**src/sv/tsi_pkg.sv**
```systemverilog
`timescale 1ns / 1ps
// ----------------------------------------------------------------------------
// tsi_pkg
// Shared types of the turtle symbol interpreter: command codes and the
// decoded command that travels from the front end to the back end.
// ----------------------------------------------------------------------------
package tsi_pkg;

    typedef enum logic [2:0] {
        OP_NOP,
        OP_DRAW,
        OP_MOVE,
        OP_TURN_POS,
        OP_TURN_NEG,
        OP_PUSH,
        OP_POP,
        OP_COLOR
    } t_op;

    typedef struct packed {
        t_op         op;
        logic        start;
        logic [23:0] color;
    } t_cmd;

endpackage

```
**src/sv/tsi_front.sv**
```systemverilog
`timescale 1ns / 1ps
// ----------------------------------------------------------------------------
// tsi_front
// Symbol decoder: turns one symbol byte into a command with its preset color.
// ----------------------------------------------------------------------------
module tsi_front (
    input  logic          i_symbol_valid,
    input  logic [7:0]    i_symbol,
    input  logic          i_start_new,
    output logic          o_cmd_valid,
    output tsi_pkg::t_cmd o_cmd
);

    localparam logic [7:0] SYM_DRAW_LO  = 8'h41;
    localparam logic [7:0] SYM_DRAW_HI  = 8'h46;
    localparam logic [7:0] SYM_MOVE_LO  = 8'h47;
    localparam logic [7:0] SYM_MOVE_HI  = 8'h4C;
    localparam logic [7:0] SYM_PLUS     = 8'h2B;
    localparam logic [7:0] SYM_MINUS    = 8'h2D;
    localparam logic [7:0] SYM_PUSH     = 8'h5B;
    localparam logic [7:0] SYM_POP      = 8'h5D;
    localparam logic [7:0] SYM_DIGIT_LO = 8'h30;
    localparam logic [7:0] SYM_DIGIT_HI = 8'h39;

    function automatic logic [23:0] preset_rgb(input logic [3:0] d);
        logic [23:0] c;
        unique case (d)
            4'd0:    c = 24'hFF6600;
            4'd1:    c = 24'h00FFFF;
            4'd2:    c = 24'h0000FF;
            4'd3:    c = 24'hFF0000;
            4'd4:    c = 24'hFF00FF;
            4'd5:    c = 24'h00FF66;
            4'd6:    c = 24'hFFFFFF;
            4'd7:    c = 24'h1ACC4D;
            4'd8:    c = 24'h4DFF4D;
            4'd9:    c = 24'h805926;
            default: c = 24'h000000;
        endcase
        return c;
    endfunction

    always_comb begin
        o_cmd.start = i_start_new;
        o_cmd.color = preset_rgb(i_symbol[3:0]);
        priority if (i_symbol >= SYM_DRAW_LO && i_symbol <= SYM_DRAW_HI) begin
            o_cmd.op = tsi_pkg::OP_DRAW;
        end else if (i_symbol >= SYM_MOVE_LO && i_symbol <= SYM_MOVE_HI) begin
            o_cmd.op = tsi_pkg::OP_MOVE;
        end else if (i_symbol == SYM_PLUS) begin
            o_cmd.op = tsi_pkg::OP_TURN_POS;
        end else if (i_symbol == SYM_MINUS) begin
            o_cmd.op = tsi_pkg::OP_TURN_NEG;
        end else if (i_symbol == SYM_PUSH) begin
            o_cmd.op = tsi_pkg::OP_PUSH;
        end else if (i_symbol == SYM_POP) begin
            o_cmd.op = tsi_pkg::OP_POP;
        end else if (i_symbol >= SYM_DIGIT_LO && i_symbol <= SYM_DIGIT_HI) begin
            o_cmd.op = tsi_pkg::OP_COLOR;
        end else begin
            o_cmd.op = tsi_pkg::OP_NOP;
        end
    end

    assign o_cmd_valid = i_symbol_valid;

endmodule

```
**config.mk**
```make
export PLATFORM = sky130hd
export DESIGN_NAME = tsi_front
export DESIGN_NICKNAME = d
export VERILOG_FILES = /design/src/sv/tsi_pkg.sv /design/src/sv/tsi_front.sv
export SDC_FILE = /design/constraint.sdc
export NUM_CORES = 1
export LEC_CHECK = 0
export BUFFER_PORTS_ARGS = -buffer_cell sky130_fd_sc_hd__buf_2
export CORE_AREA = 5 5 42 44
export DETAILED_ROUTE_END_ITERATION = 7
export DIE_AREA = 0 0 47 49
export GPL_ROUTABILITY_DRIVEN = 0
export GPL_TIMING_DRIVEN = 0
export PLACE_DENSITY = 0.84
export SLEW_MARGIN = 20
export SYNTH_ARGS = -nofsm -noshare
export SYNTH_HDL_FRONTEND = slang
export SYNTH_SLANG_ARGS = --single-unit
```
**constraint.sdc**
```tcl
create_clock -name vclk -period 3.3
set_input_delay 0.165 -clock vclk [all_inputs]
set_output_delay 0.165 -clock vclk [all_outputs]
set_load 0.01 [all_outputs]
```
==> metrics.md, run 1 <==
| Metric | Value |
|---|---|
| Ant diodes | `0` |
| Core area | `1400 um2` |
| WS Path Type | `input pin to output pin` |
| Detailed-placement wirelength estimate | `1460 um` |
| TNS Setup | `0 ps` |
| Maximum fanout along the worst path | `10` |
| Sequential area share after synthesis | `0%` |
| Vias in the first global route | `684` |
| Grt ovf | `0` |
| CP dominant cell by count | `buf_2` |
| First-pass GRT wire length | `2820 um` |
| CP delay by family, top | `buffers and inverters` |
| DR WL/cell | `12.1 um` |
| Initial antenna violation count | `0` |
| Max incr delay on CP | `280 ps` |
| Worst Tran Pin Value | `325 ps` |
| Rel. slew slack | `78.1%` |
| PwrDens | `160 nW/um2` |
| Warnings from Yosys | `0` |
| Cts repair resizes | `0` |
| Iteration-0 DRC Markers | `7` |
| Detailed Route WL | `1740 um` |
| Antenna Nets Post-Route | `0` |
| CP bufs+invs | `4` |
| Syn Inst Count | `90` |
| Storage cell area | `0 um2` |
| Drt first pass iters | `4` |
| Vias | `752` |
| Starting Density | `42.3%` |
| # hold bufs at CTS | `0` |
| CP Cell Sequence | `buf_2 > inv_1 > ha_1 > buf_4 > nor3b_1 > nor3_1 > a31oi_1 > o22ai_1 > buf_2` |
| Cell Area, Synth | `593 um2` |
| Fmax achieved | `0.545 GHz` |
| Mapped Nets | `105` |
| Rows | `14` |
| CP arrival | `1670 ps` |
| Crit path launch type | `input pin` |
| Final setup violation count | `0` |
| Die height | `49 um` |
| Largest net degree at the start of global routing | `11` |
| Post-CTS Setup Inserts | `0` |
| Die area | `2300 um2` |
| Hold Fails Final Rpt | `0` |
| CP Capture Type | `output pin` |
| Status | `finished, final reports clean` |
| Final hold slack | `514 ps` |
| RSZ-0062 raised after global routing | `no` |
| Slowest cell on crit path | `nor3b_1` |
| Leakage | `0.442 nW` |
| GRT Util Overall | `15.0%` |
| Peak supply drop | `0.0000640 V` |
| Number of vias per cell | `5.26` |
| Critical Path RT | `3130 ps` |
| Area grow syn2layout | `34.6%` |
| Tcrit/Tclk final | `55.6%` |
| Remaining DRCs | `0` |
| Die Width | `47 um` |
| Nets@finish | `144` |
| Synthesized area per cell | `6.59 um2` |
| Maxcap violations | `0` |
| Layout cells sized above 1 | `44.9%` |
| IO Port Bufs | `37` |
| Sequential cells | `0` |
| Slew Viols, Final | `0` |
| Clock buf count | `0` |
| # IOs | `39` |
| HP Class | `input pin to output pin` |
| Tmin final | `1830 ps` |
| Finished Core Util | `57.0%` |
| Yosys cell types | `35` |
-- cells by family (layout without fill, tap and decap cells) --
kind of cell / after synthesis / in the layout / synth area share, %
compound gates: 29 / 29 / 34.8
fa+ha+maj: 5 / 5 / 10.5
buf+inv: 20 / 57 / 20.5
mux: 4 / 4 / 6.75
simple gates: 32 / 32 / 27.4
-- through the flow --
step	cell area [um2]	power, mW	worst slack, ps	std cells
after floorplan	593	0.0819	1810	90
after global placement	798	0.125	1530	143
after detailed placement	798	0.128	1480	143
after CTS	798	0.129	1470	143
after global routing	798	0.140	1340	143
final	798	0.128	1470	143
-- Yosys cell counts, types with 2 or more instances --
cell type   n  area (um2)
o21ai_1     2        10.0
a21o_1      2        15.0
nand2b_1    2        12.5
ha_1        5        62.6
inv_1       4        15.0
nor2b_1     3        18.8
mux2i_1     4        40.0
nand2_1     9        33.8
nand3b_1    2        15.0
buf_4      11        82.6
nor2_1      9        33.8
o21ai_0     7        35.0
a21oi_1     3        15.0
o22ai_1     3        18.8
buf_2       4        20.0
-- final timing paths --
| path | endpoint | slack (ps) | cells past startpoint | startpoint |
|---|---|---|---|---|
| setup / recovery | o_cmd[25] | 1470 | 9 | i_symbol[1] |
| hold / removal | o_cmd[24] | 510 | 2 | i_start_new |
-- power breakdown --
part | total [mW] | leakage (nW) | switching [mW] | internal, mW
Clock | 0 | 0 | 0 | 0
Combinational | 0.128 | 0.442 | 0.0693 | 0.0585
Sequential | 0 | 0 | 0 | 0
-- cell usage in the layout (no fill, tap or decap), drive strengths merged --
master / netlist / layout
nor2: 9 / 9
nand4: 1 / 1
or3b: 1 / 1
a21bo: 1 / 1
nand2b: 2 / 2
nor2b: 3 / 3
nand3: 1 / 1
nand3b: 2 / 2
nor3b: 1 / 1
o32ai: 1 / 1
a2bb2oi: 1 / 1
ha: 5 / 5
a21oi: 4 / 4
inv: 5 / 5
o22a: 1 / 1
o21a: 1 / 1
o22ai: 3 / 3
nor3: 2 / 2
mux2i: 4 / 4
and2: 1 / 1
a21boi: 1 / 1
o21bai: 1 / 1
o21ai: 9 / 9
o2111ai: 1 / 1
a32oi: 1 / 1
a31oi: 1 / 1
a21o: 2 / 2
buf: 15 / 52
nand2: 9 / 9
o211ai: 1 / 1
-- layout make-up --
class              instances  area (um2)
multi-input cells         70         472
well taps                 16        20.0
fillers                  162         603
inverters                  5        18.8
plain buffers             15         103
repair buffers            37         185
-- routing by layer --
layer  track usage (%)  vias up  part of all wire, %
met4             0.922        0                 0.12
met3                 0        2                  6.6
li1                  -      386                    -
met1              18.7      332                   41
met2              28.5       32                   53
met5                 0        -                    0
(Power assumes the default switching activity.)
==> run 2, diff against run 1 <==
Settings changed: CORE_AREA 5 5 42 44 to default, CORE_MARGIN from default to 5, CORE_UTILIZATION from default to 45, DIE_AREA 0 0 47 49 to default, PLACE_DENSITY 0.84 to 0.85.
Clock period 3.3 ns to 1.71 ns, I/O delays scaled along.
==> run 2 against run 1 <==
Net effect:
- setup slack lost 1400 ps
- critical path type unchanged
- sequential share of layout area unchanged
- first-iteration DRC count increased by 29%
- routed wire length is 7.4% lower
- worst hold slack lost 160 ps
- global-route usage down 0.54 points
- critical path depth stayed put
- non-clock buffer count stayed put
- combinational power increased by 92%
- die area is 6.9% lower
==> metrics.md, run 2 (same netlist as run 1, synthesis figures left out) <==
| Metric | Value |
|---|---|
| Status | `finished, final reports clean` |
| Critical Path RT | `1620 ps (-1510 ps)` |
| Layout cells sized above 1 | `47.2% (+2.4 points)` |
| CP Cell Sequence | `buf_2 > inv_2 > ha_1 > buf_4 > or3b_1 > o2111ai_2 > nor2_1 > a21oi_2 > buf_2` |
| Largest net degree at the start of global routing | `11 (unchanged)` |
| CP delay by family, top | `buffers and inverters` |
| Net Switching | `0.132 mW (+90%)` |
| HP Class | `input pin to output pin` |
| Iteration-0 DRC Markers | `9 (+2)` |
| Die area | `2140 um2 (-6.9%)` |
| TNS Setup | `0 ps (unchanged)` |
| Antenna Nets Post-Route | `0 (unchanged)` |
| # IOs | `39 (unchanged)` |
| Starting Density | `46.7% (+4.4 points)` |
| IO Port Bufs | `37 (unchanged)` |
| Finished Core Util | `63.4% (+6.4 points)` |
| Tcrit/Tclk final | `93.6%` |
| Peak supply drop | `0.000123 V (+93%)` |
| Most frequent cells in the layout | `buf_2 (41), buf_4 (11), nand2_1 (9), nor2_1 (9), o21ai_0 (6)` |
| Final Cell Area | `805 um2 (+0.78%)` |
| Tmin final | `1600 ps` |
| Slowest cell on crit path | `or3b_1` |
| Maxcap violations | `0 (unchanged)` |
| Detailed Route WL | `1610 um (-7.4%)` |
| Rows | `13 (-1)` |
| Seq pwr share | `0% (unchanged)` |
| CP dominant cell by count | `buf_2` |
| PwrDens | `306 nW/um2 (+91%)` |
| Vias in the first global route | `584 (-15%)` |
| Grt ovf | `0 (unchanged)` |
| Clk pwr share | `0% (unchanged)` |
| Post-CTS Setup Inserts | `0 (unchanged)` |
| Total power | `0.246 mW (+92%)` |
| Sequential cells | `0 (unchanged)` |
| Leakage | `0.442 nW (about the same)` |
| Worst Tran Pin Value | `278 ps (-47.0 ps)` |
| Placed inst area | `797 um2 (-0.16%)` |
| Vias | `743 (-1.2%)` |
| Rel. slew slack | `81.4% (+3.3 points)` |
| Placed Cells incl. Taps | `142 (-0.70%)` |
| Comb power frac | `100.0% (about the same)` |
| Initial antenna violation count | `0 (unchanged)` |
| CP bufs+invs | `4 (unchanged)` |
| GRT Util Overall | `14.5% (-0.54 points)` |
| Die Width | `46.3 um (-1.5%)` |
| Maximum fanout along the worst path | `10 (unchanged)` |
| Detailed-placement wirelength estimate | `1350 um (-7.5%)` |
| Crit path launch type | `input pin` |
| Fmax achieved | `0.625 GHz` |
| Area grow syn2layout | `35.7%` |
| Number of vias per cell | `5.23 (-0.50%)` |
| Max incr delay on CP | `360 ps (+80 ps)` |
| CP Capture Type | `output pin` |
| Ant diodes | `0 (unchanged)` |
| Die height | `46.3 um (-5.5%)` |
| Cts repair resizes | `0 (unchanged)` |
| Remaining DRCs | `0 (unchanged)` |
| CP arrival | `1520 ps (-150 ps)` |
| Hold Fails Final Rpt | `0 (unchanged)` |
| # hold bufs at CTS | `0 (unchanged)` |
| P_int | `0.114 mW (+95%)` |
| Slew Viols, Final | `0 (unchanged)` |
| Commonest non-fill, non-tap cell in the layout | `buf_2` |
| Switching Fraction | `53.6% (-0.57 points)` |
| Clock buf count | `0 (unchanged)` |
| Storage cell area | `0 um2 (unchanged)` |
| WS Path Type | `input pin to output pin` |
| Drt first pass iters | `4 (unchanged)` |
| Nets@finish | `144 (unchanged)` |
| Core area | `1270 um2 (-9.5%)` |
| First-pass GRT wire length | `2480 um (-12%)` |
| RSZ-0062 raised after global routing | `no` |
| DR WL/cell | `11.3 um (-6.8%)` |
| Final setup violation count | `0 (unchanged)` |
| Fin cells | `142 (-0.70%)` |
[run 2: cell counts in the layout (fill, tap and decap cells not counted)]
Identical to the previous run, type by type.
[run 2: per-layer routing]
metal	part of all wire (%)	track usage, %	up-vias	routed length (um)
li1	-	-	387	-
met1	44	20.2	334	703
met2	49	25.3	22	788
met3	7.2	0.391	0	116
met4	0	1.14	0	0
met5	0	0	-	0
[run 2: worst paths after layout]
kind / start / slack (ps) / cells past startpoint / to
max: i_symbol[1] / 110 / 9 / o_cmd[26]
min: i_start_new / 350 / 2 / o_cmd[24]
[run 2: area by class of cell]
cell class,instances,area [um2]
multi-input cells,70,479
fillers,126,464
repair buffers,37,185
plain buffers,15,103
inverters,5,18.8
well taps,15,18.8
[run 2: power groups by stage]
stage	logic [mW]	registers [mW]	clock network, mW
2_1_floorplan	0.158	0	0
3_3_place_gp	0.241	0	0
3_5_place_dp	0.245	0	0
4_1_cts	0.246	0	0
5_1_grt	0.272	0	0
6_report	0.246	0	0
[run 2: metrics by stage]
stage / hold WS, ps / worst slack, ps
2_1_floorplan: 219 / 375
3_3_place_gp: 358 / 72.4
3_5_place_dp: 357 / 66.2
4_1_cts: 357 / 60.9
5_1_grt: 365 / 10.7
6_report: 355 / 109
