==> src/sv/tsi_pkg.sv <==
`timescale 1ns / 1ps
// ----------------------------------------------------------------------------
// tsi_pkg
// Shared types of the turtle symbol interpreter: command codes and the
// decoded command that travels from the front end to the back end.
// ----------------------------------------------------------------------------
package tsi_pkg;

    typedef enum logic [2:0] {
        OP_NOP,
        OP_DRAW,
        OP_MOVE,
        OP_TURN_POS,
        OP_TURN_NEG,
        OP_PUSH,
        OP_POP,
        OP_COLOR
    } t_op;

    typedef struct packed {
        t_op         op;
        logic        start;
        logic [23:0] color;
    } t_cmd;

endpackage

==> src/sv/tsi_queue.sv <==
`timescale 1ns / 1ps
// ----------------------------------------------------------------------------
// tsi_queue
// Two-entry command queue between decoder and executor.
// ----------------------------------------------------------------------------
module tsi_queue (
    input  logic          i_clk,
    input  logic          i_rst_n,
    input  logic          i_push,
    input  tsi_pkg::t_cmd i_data,
    output logic          o_full,
    input  logic          i_pop,
    output tsi_pkg::t_cmd o_data,
    output logic          o_empty
);

    tsi_pkg::t_cmd r_mem [0:1];
    logic          r_wp;
    logic          r_rp;
    logic [1:0]    r_count;
    logic [1:0]    n_count;

    always_comb begin
        n_count = r_count;
        if (i_push && !i_pop) begin
            n_count = r_count + 2'd1;
        end else if (i_pop && !i_push) begin
            n_count = r_count - 2'd1;
        end
    end

    always_ff @(posedge i_clk) begin
        if (!i_rst_n) begin
            r_wp    <= 1'b0;
            r_rp    <= 1'b0;
            r_count <= 2'd0;
        end else begin
            if (i_push) begin
                r_wp <= ~r_wp;
            end
            if (i_pop) begin
                r_rp <= ~r_rp;
            end
            r_count <= n_count;
        end
    end

    always_ff @(posedge i_clk) begin
        if (i_push) begin
            r_mem[r_wp] <= i_data;
        end
    end

    assign o_data  = r_mem[r_rp];
    assign o_full  = (r_count == 2'd2);
    assign o_empty = (r_count == 2'd0);

endmodule

==> config.mk <==
export PLATFORM = sky130hd
export DESIGN_NAME = tsi_queue
export DESIGN_NICKNAME = d
export VERILOG_FILES = /design/src/sv/tsi_pkg.sv /design/src/sv/tsi_queue.sv
export SDC_FILE = /design/constraint.sdc
export NUM_CORES = 1
export LEC_CHECK = 0
export BUFFER_PORTS_ARGS = -buffer_cell sky130_fd_sc_hd__buf_2
export CAP_MARGIN = 20
export CORE_AREA = 2 2 67 69
export CTS_CLUSTER_DIAMETER = 120
export DETAILED_ROUTE_END_ITERATION = 10
export DIE_AREA = 0 0 69 71
export PLACE_DENSITY = 0.94
export SLEW_MARGIN = 20
export SYNTH_ARGS = -nofsm -noshare
export SYNTH_HDL_FRONTEND = slang
export SYNTH_SLANG_ARGS = --single-unit
==> constraint.sdc <==
create_clock -name i_clk -period 5.9 [get_ports i_clk]
set_input_delay 1.18 -clock i_clk [delete_from_list [all_inputs] [get_ports i_clk]]
set_output_delay 1.18 -clock i_clk [all_outputs]
set_load 0.05 [all_outputs]
==> results of run 1 <==
==> layer usage <==
layer	vias to the layer above	part of all wire [%]
met5	-	0
met4	0	0.62
met3	2	5.6
met2	43	51
met1	552	43
li1	561	-
==> cells by family (layout without fill, tap and decap cells) <==
family	count (synthesis)	count (layout)	share of synthesized area, %
mux	28	28	14.05
compound gates	3	3	0.8924
xor+xnor	3	3	1.171
buf+inv	4	80	1.394
flops	61	61	79.42
fa+ha+maj	1	1	0.5576
simple gates	9	9	2.510
==> path summary, 6_finish.rpt <==
| kind | startpoint | end | slack, ns |
|---|---|---|---|
| max | flop | o_data[14] | 3.01 |
| min | r_count[1] | r_count[1] | 0.52 |
| max reg2reg | r_wp | r_mem[0][21] | 4.39 |
| min reg2reg | r_count[1] | r_count[1] | 0.52 |
==> critical path, stage by stage (launching register included) <==
cell,delay [ns]
dfxtp_2,0.74
mux2_2,0.42
buf_2,0.21
==> sequential cells by signal, summed over array words and instances, names as in the netlist, named ones only <==
signal / count
r_rp: 1
r_mem: 56
r_count: 2
r_wp: 1
==> cells in the mapped netlist <==
cell	instances
nor2b_1	2
a21boi_1	1
and2b_2	1
buf_2	1
o21ai_0	1
edfxtp_1	56
ha_1	1
dfxtp_1	5
buf_6	2
o21a_1	1
mux2_2	28
and2_1	4
or3_1	1
xnor2_1	1
inv_1	1
nor2_1	1
xor2_1	2
==> power by group <==
group,switching (W),internal [W],leakage (nW)
sequential,0.0000143,0.000498,0.567
clock,0.000154,0.000192,0.0887
combinational,0.000110,0.0000494,0.414
total,0.000278,0.000739,1.07
==> stage by stage <==
step	total power (W)	hold WS [ns]	utilization, %
final	0.001017	0.5194	66.49
after global routing	0.001059	0.5469	66.49
after CTS	0.001028	0.5169	66.49
after detailed placement	0.0006830	0.5079	61.96
after global placement	0.0006792	0.4862	61.93
after floorplan	0.0006435	0.4662	-
==> cell type report <==
cell class | instances | area, sq um | area share, %
clock buffers | 9 | 123.9 | 4.432
clock inverters | 7 | 66.31 | 2.372
inverters | 1 | 3.754 | 0.1343
multi-input cells | 44 | 432.9 | 15.49
flip-flops and latches | 61 | 1783 | 63.79
well taps | 52 | 65.06 | 2.328
repair buffers | 63 | 320.3 | 11.46
==> metrics.txt, run 1 <==
outcome=complete, no violations; setup violators final=0; final cell count without fillers=approximately 240; commonest non-fill, non-tap cell in the layout=buf_2; total die area=0.004899 sq mm; overall fraction of global-route tracks in use=about 15%; pre-CTS setup slack=3.330 ns; synth unique cells=17; Final #Nets=213; Post-Route Skew=0.005730 ns; detailed-router iteration count before antenna repair=4; critical path endpoint category=output pin; Worst Path Arrival=approximately 1.7 ns; cts bufs inserted=9; share of the synthesized area in the top cell type=74.96%; Final Routed Wirelength=3540 um; CTS Buffer Depth=2; M1 GR Usage=roughly a fifth; Hold Crit Depth=2; Final ANT Viol Nets=0; flops & latches, synth=61; Pins Over Slew Limit=0; mapped cell area=0.002243 sq mm; R2R depth=2; layout filler cell count=296; placed cells=between 200 and 250; final worst slack=3.012 ns; later-pin clock latency in the skew report=0.32 ns; CTS tree=done; met3 Usage GRT=6.268%; critical path class=reg2out; Die Wd=69 um; # resized after CTS=0; Area after DPL=0.002605 sq mm; max cap viols=0; cells after synthesis=109; Non-Filler Cell Area, Final=0.002795 sq mm; vias in the first global route=around 1200; Cell Pwr Density=363.9 mW/mm^2; Area growth syn-to-layout=24.60%; Worst VDD drop=0.0002643 V; Synth area leaders=edfxtp_1 75%, mux2_2 14%, dfxtp_1 4.5%; LEAKAGE=1.070 nW; setup bufs post-CTS=0; Hold Crit Class=reg2reg; Root Driver=clkbuf_8; Seq/Total Area, Yosys=about four fifths; initial core utilization=53.36%; Core Rows=24; total inserted antenna cells=0; final cycle utilization of the critical path=a little under 50%; Reg clk slew, reported paths=approximately 0.060 ns; Required @ worst endpoint=4.72 ns; initial antenna violation count=0; fin crit period=2.888 ns; total number of yosys warnings=0; Via Count=1158; share of layout cells above drive strength 1=58.92%; Congestion Overflow GR=0; Die Span Y=71 um; met2 usage=24.04%; H-tree depth=3; Via density=approximately 4.9; CTS sink cnt=61; Setup TNS Final=0 ns; syn_area_per_cell=20.58 sq um; Most Crowded Layer GR=met2; syn nets=142; Final Hold Violating Endpoints=0; input/output buffers=slightly above 60; largest net degree at the start of global routing=29; crit-path max FO=28; Post-CTS Hold Buffers=0; Yosys top cell by area=edfxtp_1; DRT iter0 DRCs=80; Tightest Pin Transition=0.6463 ns; fmax=0.3463 GHz; RSZ-0062 raised after global routing=false; Slew headroom=56.91%; startpoint types=flop; io pins=62; RD Place Congestion=approximately 0.7; DP HPWL=2437 um; DR WL/cell=14.94 um; commonest non-fill, non-tap cells in the layout=61 x buf_2, 56 x edfxtp_1, 28 x mux2_2; CORE AREA=between 0.004 and 0.005 sq mm; global-route wire length before repair=between 5000 and 6000 um; # DRC=0
Power figures use the tool's default switching activity.
==> run 2, diff against run 1 <==
CORE_AREA = 2 2 73 75   (was 2 2 67 69)
DIE_AREA = 0 0 75 77   (was 0 0 69 71)
PLACE_DENSITY = 0.85   (was 0.94)
clock period = 2.3 ns   (was 5.9 ns; I/O delays follow)
==> metrics.txt, run 2 (synthesized netlist as in run 1, its figures left out) <==
setup bufs post-CTS=0 (unchanged); Reg clk slew, reported paths=0.06 ns (about the same); setup violators final=0 (unchanged); vias in the first global route=1250 (+6.7%); Hold Crit Class=in2reg; DP HPWL=2615 um (+7.3%); CTS tree=done; initial core utilization=45.07% (-8.3 points); Worst VDD drop=0.0004464 V (+69%); Hold Crit Start=i_data[5]; r2r endpoint=r_mem[1][8]; Slew headroom=75.50% (+19 points); Final ANT Viol Nets=0 (unchanged); later-pin clock latency in the skew report=0.32 ns (about the same); Final Hold Violating Endpoints=0 (unchanged); final cell count without fillers=259 (+9.3%); CTS sink cnt=61 (unchanged); commonest non-fill, non-tap cell in the layout=buf_2; CTS Buffer Depth=2 (unchanged); io pins=62 (unchanged); Congestion Overflow GR=0 (unchanged); critical path endpoint category=output pin; Via density=4.680 (-4.2%); worst r2r src=r_wp; detailed-router iteration count before antenna repair=4 (unchanged); initial antenna violation count=0 (unchanged); Die Wd=75 um (+8.7%); Hold Crit Depth=1 (-1); Setup TNS Final=0 ns (unchanged); total inserted antenna cells=0 (unchanged); Final #Nets=218 (+2.3%); LEAKAGE=1.082 nW (+1.2%); Die Span Y=77 um (+8.5%); Root Driver=clkbuf_8; critical path class=reg2out; crit-path max FO=9 (-68%); pre-CTS setup slack=0.4819 ns (-2.848 ns); Tightest Pin Transition=0.3670 ns (-0.2794 ns); H-tree depth=3 (unchanged); final worst slack=0.1711 ns (-2.841 ns); overall fraction of global-route tracks in use=14.47% (-0.83 points); Cell Pwr Density=873.4 mW/mm^2 (+140%); # resized after CTS=0 (unchanged); input/output buffers=61 (unchanged); CORE AREA=0.004977 sq mm (+18%); global-route wire length before repair=5761 um (+3.2%); Final Hold Slack=0.3232 ns (-0.1962 ns); fmax=0.4697 GHz; fin crit period=about 2.1 ns; commonest non-fill, non-tap cells in the layout=61 x buf_2, 56 x edfxtp_1, 28 x mux2_2; Final Routed Wirelength=3729 um (+5.3%); layout filler cell count=413 (+40%); cts bufs inserted=9 (unchanged); Hold EP=r_mem[1][5]; Area growth syn-to-layout=25.32%; Required @ worst endpoint=1.84 ns (-2.88 ns); # DRC=0 (unchanged); r2r setup slk=1.23 ns (-3.16 ns); startpoint types=flop; register bank with the most flops=r_mem; max FFs per register=56 (unchanged); total die area=0.005775 sq mm (+18%); Post-Route Skew=0.003794 ns (-0.001936 ns); Core Rows=26 (+8.3%); DRT iter0 DRCs=57 (-29%); Pins Over Slew Limit=0 (unchanged); largest registers=r_mem (56), r_count (2); Via Count=1212 (+4.7%); outcome=complete, no violations; DR WL/cell=14.40 um (-3.6%); placed cells=244 (+10%); final cycle utilization of the critical path=between 90% and 100%; RD Place Congestion=0.7921 (+14%); R2R depth=2 (unchanged); Worst Path Arrival=1.67 ns (-0.04 ns); RSZ-0062 raised after global routing=false; share of layout cells above drive strength 1=57.14% (-1.8 points); largest net degree at the start of global routing=17 (-41%); max cap viols=0 (unchanged); Post-CTS Hold Buffers=0 (unchanged)
[run 2: where the power goes]
group	switching [W]	total, W	internal [W]
Sequential	0.0000235	0.00130	0.00128
Combinational	0.000299	0.000435	0.000136
Clock	0.000347	0.000719	0.000372
[run 2: worst max path at each step]
stage                      start     endpoint  slack, ns  cells past startpoint
after floorplan           i_push  r_mem[0][0]       0.11                      1
after global placement      flop   o_data[22]       0.50                      3
after detailed placement    flop   o_data[22]       0.48                      3
after CTS                   flop    o_data[5]       0.13                      3
after global routing        flop    o_data[5]       0.08                      3
final                       flop   o_data[24]       0.17                      3
[run 2: routing by layer]
metal	vias up	part of all wire, %	track usage (%)
met5	-	0	0
li1	570	-	-
met4	0	1.2	7.500
met3	5	6.6	6.702
met2	45	54	23.33
met1	592	38	15.49
[run 2: through the flow]
stage | area [sq um] | util (%) | total power (W)
finish | 2811 | 56.49 | 0.002456
global route | 2811 | 56.49 | 0.002553
CTS | 2811 | 56.49 | 0.002490
detailed placement | 2664 | 53.52 | 0.001765
global placement | 2664 | 53.52 | 0.001755
floorplan | 2243 | - | 0.001651
[run 2: cell type report]
type	count	area [sq um]	share of cell area, %
Clock buffer	11	131.4	4.673
Multi-Input combinational cell	44	432.9	15.40
Sequential cell	61	1782	63.37
Timing Repair Buffer	68	357.8	12.73
Tap cell	70	87.58	3.115
Clock inverter	4	16.27	0.5785
Inverter	1	3.754	0.1335
[run 2: worst max-delay path, cell delays in order (launching register included)]
cell,delay [ns]
dfxtp_1,0.54
buf_4,0.25
mux2_2,0.35
buf_2,0.21
==> run 3, diff against run 2 <==
CAP_MARGIN = 0   (was 20)
RECOVER_POWER = 50   (was not set)
==> metrics.txt, run 3 (synthesized netlist as in run 1, its figures left out) <==
fmax=0.4694 GHz (about the same); Final Routed Wirelength=3791 um (+1.7%); area of the multi-input gates=430.4 sq um (-0.58%); Final #Nets=218 (unchanged); CTS tree=done; Root Driver=clkbuf_8; combinational fraction of design power=17.5% (-0.2 points); max FFs per register=56 (unchanged); Final ANT Viol Nets=0 (unchanged); Hold Crit Start=i_data[5]; initial antenna violation count=0 (unchanged); Post-CTS Hold Buffers=0 (unchanged); largest net degree at the start of global routing=17 (unchanged); crit-path max FO=9 (unchanged); CTS sink cnt=61 (unchanged); Via density=4.656 (-0.50%); crit-path leading delay family=flip-flops; setup violators final=0 (unchanged); Required @ worst endpoint=1.84 ns (about the same); # resized after CTS=0 (unchanged); Hold Crit Class=in2reg; Setup TNS Final=0 ns (unchanged); detailed-router iteration count before antenna repair=4 (unchanged); cts bufs inserted=9 (unchanged); Psw=0.0006714 W (+0.31%); Final Hold Violating Endpoints=0 (unchanged); Post-Route Skew=0.004019 ns (+0.0002246 ns); Sw Ratio=27.38% (+0.12 points); Reg clk slew, reported paths=0.06 ns (about the same); outcome=complete, no violations; Pins Over Slew Limit=0 (unchanged); RD Place Congestion=0.7921 (unchanged); critical path class=reg2out; layout filler cell count=424 (+2.7%); r2r endpoint=r_mem[0][8]; LEAKAGE=1.034 nW (-4.5%); fin crit period=2.130 ns (+0.001329 ns); CTS Buffer Depth=2 (unchanged); r2r setup slk=0.74 ns (-0.49 ns); final cycle utilization of the critical path=92.62% (about the same); pre-CTS setup slack=0.4819 ns (unchanged); Cell Pwr Density=880.8 mW/mm^2 (+0.85%); setup bufs post-CTS=0 (unchanged); Int Power=0.001781 W (-0.31%); Seq pwr share=53.1% (about the same); Hold Crit Depth=1 (unchanged); register bank with the most flops=r_mem; global-route wire length before repair=5761 um (unchanged); Hold EP=r_mem[1][5]; Crit path buffers/inverters=2 (unchanged); Area growth syn-to-layout=24.09%; sequential cell area=0.001782 sq mm (unchanged); CP max-delay cell=dfxtp_1; commonest non-fill, non-tap cell in the layout=edfxtp_1; # DRC=0 (unchanged); Congestion Overflow GR=0 (unchanged); Via Count=1206 (-0.50%); vias in the first global route=1250 (unchanged); RSZ-0062 raised after global routing=false; R2R depth=2 (unchanged); Slew headroom=37.38% (-38 points); DRT iter0 DRCs=57 (unchanged); CP Cell Sequence=buf_4, mux2_2, buf_2; total inserted antenna cells=0 (unchanged); largest registers=r_mem (56), r_count (2); overall fraction of global-route tracks in use=14.47% (unchanged); max cap viols=0 (unchanged); commonest non-fill, non-tap cells in the layout=56 x edfxtp_1, 47 x buf_2, 28 x mux2_2; Die Span Y=77 um (unchanged); CORE AREA=0.004977 sq mm (unchanged); Worst Path Arrival=1.67 ns (about the same); clock power share=29.4% (about the same); io pins=62 (unchanged); Overall Power=0.002452 W (-0.14%); Tightest Pin Transition=0.9394 ns (+0.5724 ns); crit-path max cell delay=0.54 ns (about the same); input/output buffers=61 (unchanged); DP HPWL=2615 um (unchanged); final worst slack=0.1697 ns (-0.001329 ns); DR WL/cell=14.64 um (+1.7%); startpoint types=flop; worst r2r src=r_wp; critical path endpoint category=output pin; total die area=0.005775 sq mm (unchanged); later-pin clock latency in the skew report=0.32 ns (about the same); initial core utilization=45.07% (unchanged); H-tree depth=3 (unchanged); Core Rows=26 (unchanged); post-layout util=55.93% (-0.55 points); Worst VDD drop=0.0004463 V (about the same); share of layout cells above drive strength 1=48.15% (-9.0 points); Die Wd=75 um (unchanged)
[run 3: cell count changes in the layout (fill, tap and decap cells not counted)]
cell	previous run	this run
and2_1	4	2
buf_2	61	47
buf_4	7	5
clkbuf_1	2	18
nor2b_2	1	0
nor2b_1	1	2
and2_0	0	2
[run 3: layout make-up]
cell class / instances / share of cell area [%]
repair buffers: 68 / 11.96
well taps: 70 / 3.146
flip-flops and latches: 61 / 64.00
clock inverters: 4 / 0.5843
multi-input cells: 44 / 15.46
clock buffers: 11 / 4.719
inverters: 1 / 0.1348
[run 3: metrics by stage]
step	hold slack, ns	std cells	area (sq um)
floorplan	0.4662	109	2243
global route	0.3025	259	2784
detailed placement	0.5017	244	2664
finish	0.3213	259	2784
global placement	0.4841	244	2664
CTS	0.3021	259	2811
[run 3: layer usage]
metal | global-route usage [%] | up-vias | routed length [um] | part of all wire, %
li1 | - | 571 | - | -
met1 | 15.49 | 586 | 1463 | 39
met2 | 23.33 | 44 | 2028 | 53
met3 | 6.702 | 5 | 250 | 6.6
met4 | 7.500 | 0 | 49 | 1.3
met5 | 0 | - | 0 | 0
[run 3: worst max-delay path by stage]
stage,start,end,slack (ns),cells past startpoint
2_1_floorplan,i_push,r_mem[0][0],0.11,1
3_3_place_gp,flop,o_data[22],0.50,3
3_5_place_dp,flop,o_data[22],0.48,3
4_1_cts,flop,o_data[5],0.13,3
5_1_grt,flop,o_data[5],0.08,3
6_report,flop,o_data[24],0.17,3
[run 3: power by group through the flow]
stage                     Combinational, W  Sequential [W]  Clock [W]
after floorplan                   0.000335         0.00132          0
after global placement            0.000433         0.00132          0
after detailed placement          0.000439         0.00133          0
after CTS                         0.000440         0.00130   0.000747
after global routing              0.000452         0.00131   0.000787
final                             0.000429         0.00130   0.000720
